===== config.mk =====
export PLATFORM = sky130hd
export DESIGN_NAME = tree_entry_stream_parser_unit
export DESIGN_NICKNAME = d
export VERILOG_FILES = /design/src/rtl/tesp_pkg.sv /design/src/rtl/tree_entry_stream_parser_unit.sv
export SDC_FILE = /design/constraint.sdc
export NUM_CORES = 1
export LEC_CHECK = 0
export BUFFER_PORTS_ARGS = -buffer_cell sky130_fd_sc_hd__buf_2
export CAP_MARGIN = 20
export CORE_MARGIN = 3
export CORE_UTILIZATION = 55
export CTS_CLUSTER_DIAMETER = 150
export DETAILED_ROUTE_END_ITERATION = 12
export GPL_TIMING_DRIVEN = 0
export PLACE_DENSITY = 0.77
export SYNTH_ARGS = -nofsm -noshare
export SYNTH_HDL_FRONTEND = slang
export SYNTH_SLANG_ARGS = --single-unit

===== constraint.sdc =====
create_clock -name clk -period 4.1 [get_ports clk]
set_clock_uncertainty 0.2 [all_clocks]
set_input_delay 0.82 -clock clk [delete_from_list [all_inputs] [get_ports clk]]
set_output_delay 0.82 -clock clk [all_outputs]
set_load 0.1 [all_outputs]

===== src/rtl/tesp_pkg.sv =====
// ----------------------------------------------------------------------------
// tesp_pkg
// Types, constants and helpers for the tree entry stream parser.
// ----------------------------------------------------------------------------
package tesp_pkg;

    localparam int HASH_BYTES = 20;
    localparam int MODE_BITS  = 64;
    localparam int HASH_CNT_W = (HASH_BYTES > 1) ? $clog2(HASH_BYTES) : 1;
    localparam int RUN_MAX    = 3;

    typedef enum logic [2:0] {
        PH_WS,
        PH_SIGN,
        PH_DIGITS,
        PH_PATH,
        PH_HASH,
        PH_SWALLOW
    } phase_t;

    localparam logic [2:0] KIND_MODE  = 3'd0;
    localparam logic [2:0] KIND_PATH  = 3'd1;
    localparam logic [2:0] KIND_HASH  = 3'd2;
    localparam logic [2:0] KIND_END   = 3'd3;
    localparam logic [2:0] KIND_DONE  = 3'd4;
    localparam logic [2:0] KIND_ERROR = 3'd5;

    localparam logic [1:0] ERR_NONE      = 2'd0;
    localparam logic [1:0] ERR_MALFORMED = 2'd1;
    localparam logic [1:0] ERR_OVERFLOW  = 2'd2;

    localparam logic [7:0] CH_SPACE = 8'h20;
    localparam logic [7:0] CH_PLUS  = 8'h2B;
    localparam logic [7:0] CH_MINUS = 8'h2D;
    localparam logic [7:0] CH_NUL   = 8'h00;

    typedef struct packed {
        logic [7:0] data_byte;
        logic       last_byte;
    } in_item_t;

    typedef struct packed {
        logic [2:0]  kind;
        logic [63:0] value;
        logic [1:0]  error_code;
        logic        run_last;
    } out_item_t;

    function automatic logic is_ws(input logic [7:0] b);
        return (b == CH_SPACE) || (b >= 8'h09 && b <= 8'h0D);
    endfunction

    function automatic logic is_oct(input logic [7:0] b);
        return (b >= 8'h30) && (b <= 8'h37);
    endfunction

    function automatic out_item_t make_item(input logic [2:0] kind,
                                            input logic [63:0] value,
                                            input logic [1:0] err);
        out_item_t r;
        r.kind       = kind;
        r.value      = value;
        r.error_code = err;
        r.run_last   = 1'b0;
        return r;
    endfunction

endpackage


===== src/rtl/tree_entry_stream_parser_unit.sv =====
// ----------------------------------------------------------------------------
// tree_entry_stream_parser_unit
// Parses tree entries (octal mode, space, path, raw hash) from a byte stream.
// ----------------------------------------------------------------------------
// Results of a byte come from the input register via the result buffer.
// Throughput: one byte per cycle while each byte gives at most one result
// and results are not stalled; after a byte with two or three results,
// the next result-giving byte waits for the three-slot buffer's last pop.
// Reset: asynchronous, active low; parser returns to leading whitespace.
module tree_entry_stream_parser_unit (
    input  logic                clk,
    input  logic                rst_n,
    input  logic                item_valid,
    output logic                item_stall,
    input  tesp_pkg::in_item_t  item,
    output logic                result_valid,
    input  logic                result_stall,
    output tesp_pkg::out_item_t result
);

    localparam int MB = tesp_pkg::MODE_BITS;
    localparam int HW = tesp_pkg::HASH_CNT_W;

    logic                 in_valid_reg;
    tesp_pkg::in_item_t   in_item_reg;

    tesp_pkg::phase_t     phase_reg, phase_next;
    logic [MB-1:0]        acc_reg, acc_next;
    logic                 neg_reg, neg_next;
    logic                 ovf_reg, ovf_next;
    logic [HW-1:0]        hc_reg, hc_next;

    tesp_pkg::out_item_t  slot_reg [tesp_pkg::RUN_MAX];
    logic [1:0]           cnt_reg;

    tesp_pkg::out_item_t  res [tesp_pkg::RUN_MAX];
    logic [1:0]           n;
    logic                 finished;
    logic                 fail_now;
    logic [1:0]           fail_code;
    logic [1:0]           err_code;
    logic [7:0]           b;
    logic                 last;
    logic                 dig_ovf;
    logic [MB-1:0]        dig_acc;
    logic [MB-1:0]        acc_neg;
    logic [63:0]          mode_value;
    logic                 pop;
    logic                 consume;
    logic                 load;

    assign b    = in_item_reg.data_byte;
    assign last = in_item_reg.last_byte;

    assign dig_ovf = ovf_reg | (|acc_reg[MB-1 -: 3]);
    assign dig_acc = dig_ovf ? acc_reg : {acc_reg[MB-4:0], b[2:0]};
    assign acc_neg = '0 - acc_reg;
    assign mode_value = 64'(neg_reg ? acc_neg : acc_reg);

    always_comb
    begin
        phase_next = phase_reg;
        acc_next   = acc_reg;
        neg_next   = neg_reg;
        ovf_next   = ovf_reg;
        hc_next    = hc_reg;
        for (int i = 0; i < tesp_pkg::RUN_MAX; i++)
        begin
            res[i] = '0;
        end
        n         = 2'd0;
        finished  = 1'b0;
        fail_now  = 1'b0;
        fail_code = tesp_pkg::ERR_MALFORMED;
        err_code  = tesp_pkg::ERR_MALFORMED;

        unique case (phase_reg)
            tesp_pkg::PH_SWALLOW:
            begin
                finished = 1'b1;
                if (last)
                begin
                    phase_next = tesp_pkg::PH_WS;
                    acc_next   = '0;
                    neg_next   = 1'b0;
                    ovf_next   = 1'b0;
                    hc_next    = '0;
                end
            end
            tesp_pkg::PH_WS:
            begin
                if (tesp_pkg::is_ws(b))
                begin
                end
                else if (b == tesp_pkg::CH_PLUS)
                begin
                    phase_next = tesp_pkg::PH_SIGN;
                end
                else if (b == tesp_pkg::CH_MINUS)
                begin
                    neg_next   = 1'b1;
                    phase_next = tesp_pkg::PH_SIGN;
                end
                else if (tesp_pkg::is_oct(b))
                begin
                    acc_next   = dig_acc;
                    ovf_next   = dig_ovf;
                    phase_next = tesp_pkg::PH_DIGITS;
                end
                else
                begin
                    fail_now = 1'b1;
                end
            end
            tesp_pkg::PH_SIGN:
            begin
                if (tesp_pkg::is_oct(b))
                begin
                    acc_next   = dig_acc;
                    ovf_next   = dig_ovf;
                    phase_next = tesp_pkg::PH_DIGITS;
                end
                else
                begin
                    fail_now = 1'b1;
                end
            end
            tesp_pkg::PH_DIGITS:
            begin
                if (tesp_pkg::is_oct(b))
                begin
                    acc_next = dig_acc;
                    ovf_next = dig_ovf;
                end
                else if (b == tesp_pkg::CH_SPACE && !ovf_reg)
                begin
                    res[n] = tesp_pkg::make_item(tesp_pkg::KIND_MODE, mode_value,
                                                 tesp_pkg::ERR_NONE);
                    n = n + 2'd1;
                    phase_next = tesp_pkg::PH_PATH;
                end
                else
                begin
                    fail_now  = 1'b1;
                    fail_code = ovf_reg ? tesp_pkg::ERR_OVERFLOW : tesp_pkg::ERR_MALFORMED;
                end
            end
            tesp_pkg::PH_PATH:
            begin
                if (b != tesp_pkg::CH_NUL)
                begin
                    res[n] = tesp_pkg::make_item(tesp_pkg::KIND_PATH, 64'(b),
                                                 tesp_pkg::ERR_NONE);
                    n = n + 2'd1;
                end
                else
                begin
                    hc_next    = '0;
                    phase_next = tesp_pkg::PH_HASH;
                end
            end
            tesp_pkg::PH_HASH:
            begin
                res[n] = tesp_pkg::make_item(tesp_pkg::KIND_HASH, 64'(b),
                                             tesp_pkg::ERR_NONE);
                n = n + 2'd1;
                if (hc_reg == HW'(tesp_pkg::HASH_BYTES - 1))
                begin
                    res[n] = tesp_pkg::make_item(tesp_pkg::KIND_END, '0,
                                                 tesp_pkg::ERR_NONE);
                    n = n + 2'd1;
                    acc_next   = '0;
                    neg_next   = 1'b0;
                    ovf_next   = 1'b0;
                    hc_next    = '0;
                    phase_next = tesp_pkg::PH_WS;
                    if (last)
                    begin
                        res[n] = tesp_pkg::make_item(tesp_pkg::KIND_DONE, '0,
                                                     tesp_pkg::ERR_NONE);
                        n = n + 2'd1;
                    end
                    finished = 1'b1;
                end
                else
                begin
                    hc_next = HW'(hc_reg + 1'b1);
                end
            end
            default:
            begin
                fail_now = 1'b1;
            end
        endcase

        if (fail_now || (last && !finished))
        begin
            err_code = fail_now ? fail_code
                     : (ovf_next ? tesp_pkg::ERR_OVERFLOW : tesp_pkg::ERR_MALFORMED);
            res[n] = tesp_pkg::make_item(tesp_pkg::KIND_ERROR, '0, err_code);
            n = n + 2'd1;
            acc_next   = '0;
            neg_next   = 1'b0;
            ovf_next   = 1'b0;
            hc_next    = '0;
            phase_next = last ? tesp_pkg::PH_WS : tesp_pkg::PH_SWALLOW;
        end

        if (n != 2'd0)
        begin
            res[n - 2'd1].run_last = 1'b1;
        end
    end

    assign result_valid = (cnt_reg != 2'd0);
    assign result       = slot_reg[0];
    assign pop          = result_valid && !result_stall;
    assign consume      = in_valid_reg &&
                          ((n == 2'd0) || (cnt_reg == 2'd0) || (cnt_reg == 2'd1 && pop));
    assign load         = consume && (n != 2'd0);
    assign item_stall   = in_valid_reg && !consume;

    always_ff @(posedge clk or negedge rst_n)
    begin
        if (!rst_n)
        begin
            in_valid_reg <= 1'b0;
            phase_reg    <= tesp_pkg::PH_WS;
            acc_reg      <= '0;
            neg_reg      <= 1'b0;
            ovf_reg      <= 1'b0;
            hc_reg       <= '0;
            cnt_reg      <= 2'd0;
        end
        else
        begin
            if (!in_valid_reg || consume)
            begin
                in_valid_reg <= item_valid;
            end
            if (consume)
            begin
                phase_reg <= phase_next;
                acc_reg   <= acc_next;
                neg_reg   <= neg_next;
                ovf_reg   <= ovf_next;
                hc_reg    <= hc_next;
            end
            if (load)
            begin
                cnt_reg <= n;
            end
            else if (pop)
            begin
                cnt_reg <= cnt_reg - 2'd1;
            end
        end
    end

    always_ff @(posedge clk)
    begin
        if (!in_valid_reg || consume)
        begin
            in_item_reg <= item;
        end
        if (load)
        begin
            for (int i = 0; i < tesp_pkg::RUN_MAX; i++)
            begin
                slot_reg[i] <= res[i];
            end
        end
        else if (pop)
        begin
            for (int i = 0; i < tesp_pkg::RUN_MAX - 1; i++)
            begin
                slot_reg[i] <= slot_reg[i + 1];
            end
        end
    end

endmodule


==> metrics <==
crit start category=flop; Largest register FFs=81; die width=141 um; worst slew pin tran=0.986 ns; clk sinks=167; initial antenna violation count=0; Pre-antenna DRT Iters=5; crit path time final=4.04 ns; Synth top cells by count=101 x nand2_1, 91 x nor2_1, 90 x edfxtp_1; Rows=48; clk root buf=clkbuf_16; Avg Inst Size Synth=9.64 um2; depth of the most critical reg-to-reg path=9; H-tree levels=4; Crit path depth=9; Setup CP Type=flop to primary output; Synth Flop Type=edfxtp_1; Ys Warns=0; outcome=complete, no violations; R2R Path End=slot_reg[0][6]; last element of the critical path=item_stall; layout cells sized above 1=22.4%; Max Slew Vio Count=0; worst path buffer plus inverter count=2; RD Place Congestion=0.926; RR Startpoint=b[4]; #FFs+latches synth=167; Cell Chain, Critical Path=or3_4, o41ai_2, and3_1, buf_6, ha_4, nand2b_1, mux2i_4, a21oi_4, buf_12; Cell Area, Synth=10000 um2; CP max stage delay=0.50 ns; WP data required=3.08 ns; count leader, synth=nand2_1; async set or reset register ratio after synthesis=46.1%; R2R Setup Slk=0.16 ns; Tot GR Track Use=26.1%; Max-Cap Viols=0; vias per inst=6.30; crit-path max FO=11; Starting DRT DRC Count=1051; IO Port Bufs=84; CTS tree=done; final worst path period share=98.4%; worst path arrival time=3.02 ns; io pins=85; Vias=8795; register area share after synthesis=46.2%; worst skew pair latency=0.44 ns; Distinct cells, synth=75; Fillers=1426; CP delay by family, top=simple AND/OR/NAND/NOR gates; remaining antenna violation count=0; Min-Delay Path Class=input pin to asynchronous set/reset pin; leading area contributor after synthesis=edfxtp_1; Initial Utilization=57.0%; Total Die Area=19900 um2; CTS clk-pin slew, worst paths=0.07 ns; Slowest cell on crit path=edfxtp_1; CP Launch Point=b[4]; Final setup violation count=0; Num CTS Buffers=17; hpwl dp=16900 um; EDFF count, synth=90; diode count=0; first-pass GRT wire length=41500 um; CTS Buffer Depth=2; grt ovf=0; DRC violations left=0; largest net degree at the start of global routing=64; Max Clk Rate=0.248 GHz; hold buffers post-CTS=0; WL per Instance=18.7 um; Worst Setup End Kind=primary output; final wirelength=26200 um; Setup WS pre-CTS=-0.659 ns; ranking of synthesized cells by area=edfxtp_1 27%, dfrtp_1 19%, a32oi_1 5.9%; number of global-route vias before repair=7960; Post-Syn Nets=1060; die height=141 um; Worst Slack Setup Final=0.0644 ns; Cells after Synth=1040; nets=1178; Area growth syn-to-layout=15.9%; max_slew headroom=33.6%; Fin. Hold Viols=0; Core Footprint=17600 um2; area share of the largest cell type after synthesis=26.9%
## metrics by stage
stage                     hold slack, ns  utilization (%)  setup TNS (ns)  cells  instance area (um2)
after floorplan                    0.259                -               0   1040                10000
after global placement             0.272             61.0          -42.69   1349                10700
after detailed placement           0.292             61.2          -49.70   1350                10800
after CTS                         0.0416             65.4         -0.0844   1388                11500
after global routing              0.0437             66.1          -0.124   1396                11600
final                             0.0408             66.1               0   1396                11600
## routing by layer
| layer | track usage (%) | vias up | routed length [um] |
|---|---|---|---|
| li1 | - | 4021 | - |
| met1 | 34.9 | 4177 | 10500 |
| met2 | 41.2 | 503 | 12300 |
| met3 | 5.94 | 94 | 2310 |
| met4 | 11.1 | 0 | 993 |
| met5 | 0 | - | 0 |
## area by class of cell
type                       instances  area (um2)  share of cell area [%]
buffer                           148         876                    7.53
multi-input combinational        707        4590                    39.5
sequential                       167        4630                    39.8
clock inverter                     9         125                    1.08
inverter                          14        52.6                   0.452
clock buffer                      23         468                    4.02
tap                              225         282                    2.42
timing repair buffer             103         601                    5.17
## how the worst min path moves through the flow
| stage | startpoint | endpoint |
|---|---|---|
| floorplan | acc_reg[23] | acc_reg[23] |
| global placement | acc_reg[23] | acc_reg[23] |
| detailed placement | acc_reg[23] | acc_reg[23] |
| CTS | rst_n | acc_reg[61] |
| global route | rst_n | phase_reg[0] |
| finish | rst_n | phase_reg[2] |
## cells in the final DEF, fill, tap and decap left out, types with 13 or more instances in the layout
master,count
clkbuf_16,17
o211ai_1,16
clkbuf_1,58
o31ai_1,28
nor3_1,13
a32oi_1,67
buf_4,91
o21ai_0,86
nor2_1,91
edfxtp_1,90
xor2_1,55
and3_1,63
nand2_1,101
dfrtp_1,77
buf_2,97
o41ai_1,13
## kinds of logic after synthesis
group           after synthesis  synth area share (%)
compound gates              275                  19.3
fa+ha+maj                     7                 0.873
mux                           7                 0.774
simple gates                352                  17.9
flops                       167                  46.2
buf+inv                     167                  9.34
xor+xnor                     65                  5.68
## worst register-to-register path, cell delays in order (launching register included)
cell and delay [ns]:
edfxtp_1 0.50, or3_4 0.45, buf_4 0.16, nor3_1 0.32, nand2b_1 0.25, o211ai_4 0.19
mux2i_4 0.26, buf_4 0.17, a21oi_2 0.44, or2_4 0.62
## repair_timing
| item | CTS | global route |
|---|---|---|
| gates resized for setup | 20 | 11 |
| gates cloned | 1 | 0 |
| pin swaps | 2 | 3 |
| buffers inserted | 8 | 10 |
| setup endpoints to repair | 77 | 77 |
Power is left out: the tool's default activity adds up to more than one toggle a clock period on the data nets, which glitch-free logic cannot reach.
